$ cat config.mk
export PLATFORM = sky130hd
export DESIGN_NAME = vnu_fifo
export DESIGN_NICKNAME = d
export VERILOG_FILES = /design/src/vnu_pkg.sv /design/src/vnu_fifo.sv
export SDC_FILE = /design/constraint.sdc
export NUM_CORES = 1
export LEC_CHECK = 0
export BUFFER_PORTS_ARGS = -buffer_cell sky130_fd_sc_hd__buf_2
export CORE_MARGIN = 1.5
export CORE_UTILIZATION = 57
export CTS_BUF_LIST = sky130_fd_sc_hd__clkbuf_16
export DETAILED_ROUTE_END_ITERATION = 6
export GPL_ROUTABILITY_DRIVEN = 0
export PLACE_DENSITY = 0.79
export SYNTH_ARGS = -nofsm -noshare
export SYNTH_HDL_FRONTEND = slang
export SYNTH_SLANG_ARGS = --single-unit
$ cat constraint.sdc
create_clock -name aclk -period 9.4 [get_ports aclk]
set_input_delay 0.47 -clock aclk [delete_from_list [all_inputs] [get_ports aclk]]
set_output_delay 0.47 -clock aclk [all_outputs]
set_load 0.05 [all_outputs]
$ cat src/vnu_pkg.sv
package vnu_pkg;

    localparam int unsigned COMP_W = 32;
    localparam int unsigned ROOT_W = 32;
    localparam int unsigned QUO_W  = 17;

    typedef enum logic [1:0] {
        STATUS_OK    = 2'd0,
        STATUS_POINT = 2'd1,
        STATUS_ZERO  = 2'd2
    } status_t;

    // Payload carried alongside the length and quotient pipelines.
    typedef struct packed {
        logic [2:0][COMP_W-1:0] comp;    // original components
        logic [2:0][COMP_W-1:0] mag;     // absolute values
        logic [2:0]             neg;     // component sign
        logic                   tag;
        status_t                status;
    } meta_t;

    typedef struct packed {
        logic [63:0] sum;
        meta_t       meta;
    } work_t;

endpackage

$ cat src/vnu_fifo.sv
module vnu_fifo #(
    parameter int unsigned DEPTH = 4
) (
    input  logic           aclk,
    input  logic           aresetn,
    input  logic           push,
    input  vnu_pkg::work_t push_data,
    input  logic           pop,
    output vnu_pkg::work_t head,
    output logic           empty,
    output logic           full
);

    localparam int unsigned PW = (DEPTH > 1) ? $clog2(DEPTH) : 1;

    vnu_pkg::work_t      mem_reg [DEPTH];
    logic [PW-1:0]       wr_ptr_reg;
    logic [PW-1:0]       rd_ptr_reg;
    logic [PW:0]         count_reg;

    assign empty = (count_reg == '0);
    assign full  = (count_reg == (PW+1)'(DEPTH));
    assign head  = mem_reg[rd_ptr_reg];

    always_ff @(posedge aclk) begin
        if (!aresetn) begin
            wr_ptr_reg <= '0;
            rd_ptr_reg <= '0;
            count_reg  <= '0;
        end else begin
            if (push) begin
                wr_ptr_reg <= (wr_ptr_reg == PW'(DEPTH-1)) ? '0 : wr_ptr_reg + 1'b1;
            end
            if (pop) begin
                rd_ptr_reg <= (rd_ptr_reg == PW'(DEPTH-1)) ? '0 : rd_ptr_reg + 1'b1;
            end
            if (push && !pop) begin
                count_reg <= count_reg + 1'b1;
            end else if (pop && !push) begin
                count_reg <= count_reg - 1'b1;
            end
        end
    end

    always_ff @(posedge aclk) begin
        if (push) begin
            mem_reg[wr_ptr_reg] <= push_data;
        end
    end

endmodule

==> impl_results.md <==
- Ports: 530
- Via Count: 17561
- Final wirelength: 79900 um
- Non-filler instance count after layout: 2988
- Die area: a little under 0.07 sq mm
- Clock group share of total power: 35.7%
- Overall routing resource usage: 23.2%
- Number of flip-flops in the largest register: 1048
- DP Cell Count: 2766
- Global-route wire length before repair: 116000 um
- Clock Skews: 0.0133 ns
- Grt total ovfl: 0
- DR DRC count: 0
- CP Max Fanout: 109
- Share of cells above drive strength 1: around 45%
- Starting Density: 57.9%
- Syn-to-layout area delta: 17.9%
- VDD IR max: 202 uV
- Vias in the first global route: ~19000
- Hold depth: 1
- TritonCTS clock tree: done
- Tmin final: 4.15 ns
- Setup Buffers After CTS: 0
- Nets: 2288
- Post-Syn Nets: between 1500 and 2000
- Drt first pass iters: 5
- Chip height: 262 um
- Deepest clock path buffer count: 3
- Slowest CP cell: buf_4
- Final Max Tran Viols: 0
- Hold Violations, Final: 0
- Setup ws final: 5.25 ns
- Synthesized cell area: 0.0382 sq mm
- TritonCTS Sinks: 1057
- FF+latch count, synth: 1057
- Smallest hold slack: 0.0317 ns
- CTS clk-pin slew, worst paths: 0.06 ns
- Port-buffer cells: 529
- Setup-failing EPs final: 0
- Final ANT Viol Nets: 0
- Fmax: 0.241 GHz
- Routed WL per cell: 26.7 um
- Netlist cell types: 21
- Setup_tns: 0 ns
- Period utilization: about 44%
- CTS H-Tree Depth: 3
- CP Data Required Time: a little under 9 ns
- R2R depth: 5
- RSZ-0062 raised after global routing: no
- Setup Crit Path Kind: flop to primary output
- Switching pwr: 2.69 mW
- Die span in x: 262 um
- Type of origin of the critical path: flop
- Crit-path max cell delay: roughly 0.72 ns
- Worst-path cell chain: buf_4 > buf_12 > mux4_2 > buf_2
- Reg power frac: slightly above 50%
- Avg Vias per Cell: roughly 6
- Fillers: approximately 3900
- Status: finished, final reports clean
- Internal Power: around 8 mW
- Worst rel slew slack: 24.3%
- Pre-CTS setup slack: 5.87 ns
- Max-cap violations: 0
- Logic pwr share: between 10 and 15%
- Worst-margin pin slew: 1.14 ns
- Hold Path Class: input port to flop
- Initial drt markers: 1645
- Synth Area per Inst: 27.1 sq um
- Syn Inst Count: 1412
- HPWL after detailed placement: roughly 48000 um
- Post-cts sizing count: 0
- Skew-Pair Late Insertion Delay: around 0.64 ns
- Pwr dens: 235 mW/mm^2
- Core Box Area: 0.0661 sq mm
- Antenna violations before repair: 40
- Crit Reg-Reg Startpoint: wr_ptr_reg[0]
- Leak Pwr: 15.1 nW
- CTS Root Buffer Type: clkbuf_16
- Critical Path AT: 3.68 ns
- Synth warn: 0
- Largest net degree at the start of global routing: 151
- Beginning of the worst hold path: push_data[14]
- Row cnt: 94
- CTS Buf Count: 101
- Sw frac: 25.4%
- Sequential fraction of the synthesis area: 82.8%
- Setup crit end kind: primary output
- Hold_buf cts: 10
-- cell usage after synthesis, drive strengths merged --
cell       n  share of area [%]
a21boi     1              0.020
o21ai      1              0.013
nor3       2              0.026
buf       49               0.98
mux2i      4               0.10
xor2       1              0.023
or3        1              0.016
edfxtp  1048                 82
ha         6               0.20
o21a       1              0.020
dfxtp      9               0.47
fa         1              0.052
xnor2      1              0.023
nor3b      1              0.020
mux4     262                 15
inv        4              0.039
nor2b      5              0.082
nor2       1             0.0098
clkbuf     9              0.088
and2       5              0.082
-- critical path, delay by kind of cell (launching register included) --
family / cells / cell delay [ns]
flip-flops: 1 / 0.48
buffers and inverters: 3 / 1.66
multiplexers: 1 / 0.64
-- cells in the final DEF (no fill, tap or decap) --
cell | Yosys | routed
edfxtp_1 | 1048 | 1048
buf_2 | 28 | 529
mux4_2 | 262 | 262
clkbuf_16 | 0 | 103
inv_1 | 4 | 28
clkinv_1 | 0 | 28
diode_2 | 0 | 24
clkinv_2 | 0 | 21
buf_4 | 0 | 14
dlygate4sd3_1 | 0 | 10
dfxtp_1 | 9 | 7
ha_1 | 6 | 6
nor2b_1 | 5 | 5
buf_12 | 0 | 5
and2_4 | 0 | 4
mux2i_1 | 4 | 4
bufinv_16 | 0 | 4
clkinvlp_4 | 0 | 3
nor3_1 | 2 | 2
dfxtp_4 | 0 | 2
inv_16 | 0 | 2
clkinv_16 | 0 | 2
nor3b_1 | 1 | 1
xnor2_1 | 1 | 1
and2_1 | 5 | 1
nor2_1 | 1 | 1
o21a_1 | 1 | 1
xor2_1 | 1 | 1
o21ai_0 | 1 | 1
or3_1 | 1 | 1
a21boi_0 | 1 | 1
fa_1 | 1 | 1
inv_6 | 0 | 1
-- logic make-up (layout without fill, tap and decap cells) --
group	Yosys count	count (layout)	synth area share [%]
AO/OA/AOI/OAI	3	3	0.0524
XOR/XNOR	2	2	0.0458
adder cells (fa/ha/maj)	7	7	0.249
buffers and inverters	62	750	1.11
flip-flops	1057	1057	82.8
multiplexers	266	266	15.5
other	0	24	0
AND/OR/NAND/NOR	15	15	0.236
-- cell type report --
class | count | area, sq um | area share (%)
sequential | 1057 | 31700 | 70.2
clock buffer | 103 | 2580 | 5.72
clock inverter | 85 | 552 | 1.22
antenna | 24 | 60.1 | 0.133
inverter | 4 | 15.0 | 0.0333
multi-input combinational | 293 | 6170 | 13.7
timing repair buffer | 558 | 2950 | 6.55
tap | 864 | 1080 | 2.40
-- stage by stage --
step | utilization [%] | power [mW] | area, sq um
global route | 68.1 | 10.9 | 45000
CTS | 68.1 | 10.7 | 45000
global placement | 63.2 | 6.86 | 41800
detailed placement | 63.2 | 6.89 | 41800
floorplan | - | 6.56 | 38200
finish | 68.2 | 10.6 | 45100
-- layer usage --
| metal | global-route usage, % | wire length [um] | vias to the layer above |
|---|---|---|---|
| met5 | 0 | 260 | - |
| met4 | 6.37 | 1640 | 38 |
| met3 | 9.33 | 8120 | 154 |
| met2 | 39.1 | 41900 | 737 |
| met1 | 27.9 | 28000 | 9242 |
| li1 | - | - | 7390 |
-- power groups by stage --
stage / logic, mW / clock network, mW / registers, mW
6_report: 1.33 / 3.77 / 5.47
5_1_grt: 1.39 / 4.01 / 5.48
4_1_cts: 1.34 / 3.84 / 5.47
3_5_place_dp: 1.33 / 0 / 5.57
3_3_place_gp: 1.31 / 0 / 5.55
2_1_floorplan: 0.973 / 0 / 5.59
-- worst paths after layout --
kind / endpoint / slack, ns
worst max register to register: mem_reg[0][228] / 6.09
worst min-delay path: mem_reg[1][14] / 0.03
worst max-delay path: head[198] / 5.25
worst min register to register: count_reg[2] / 0.55
(Power assumes the default switching activity.)
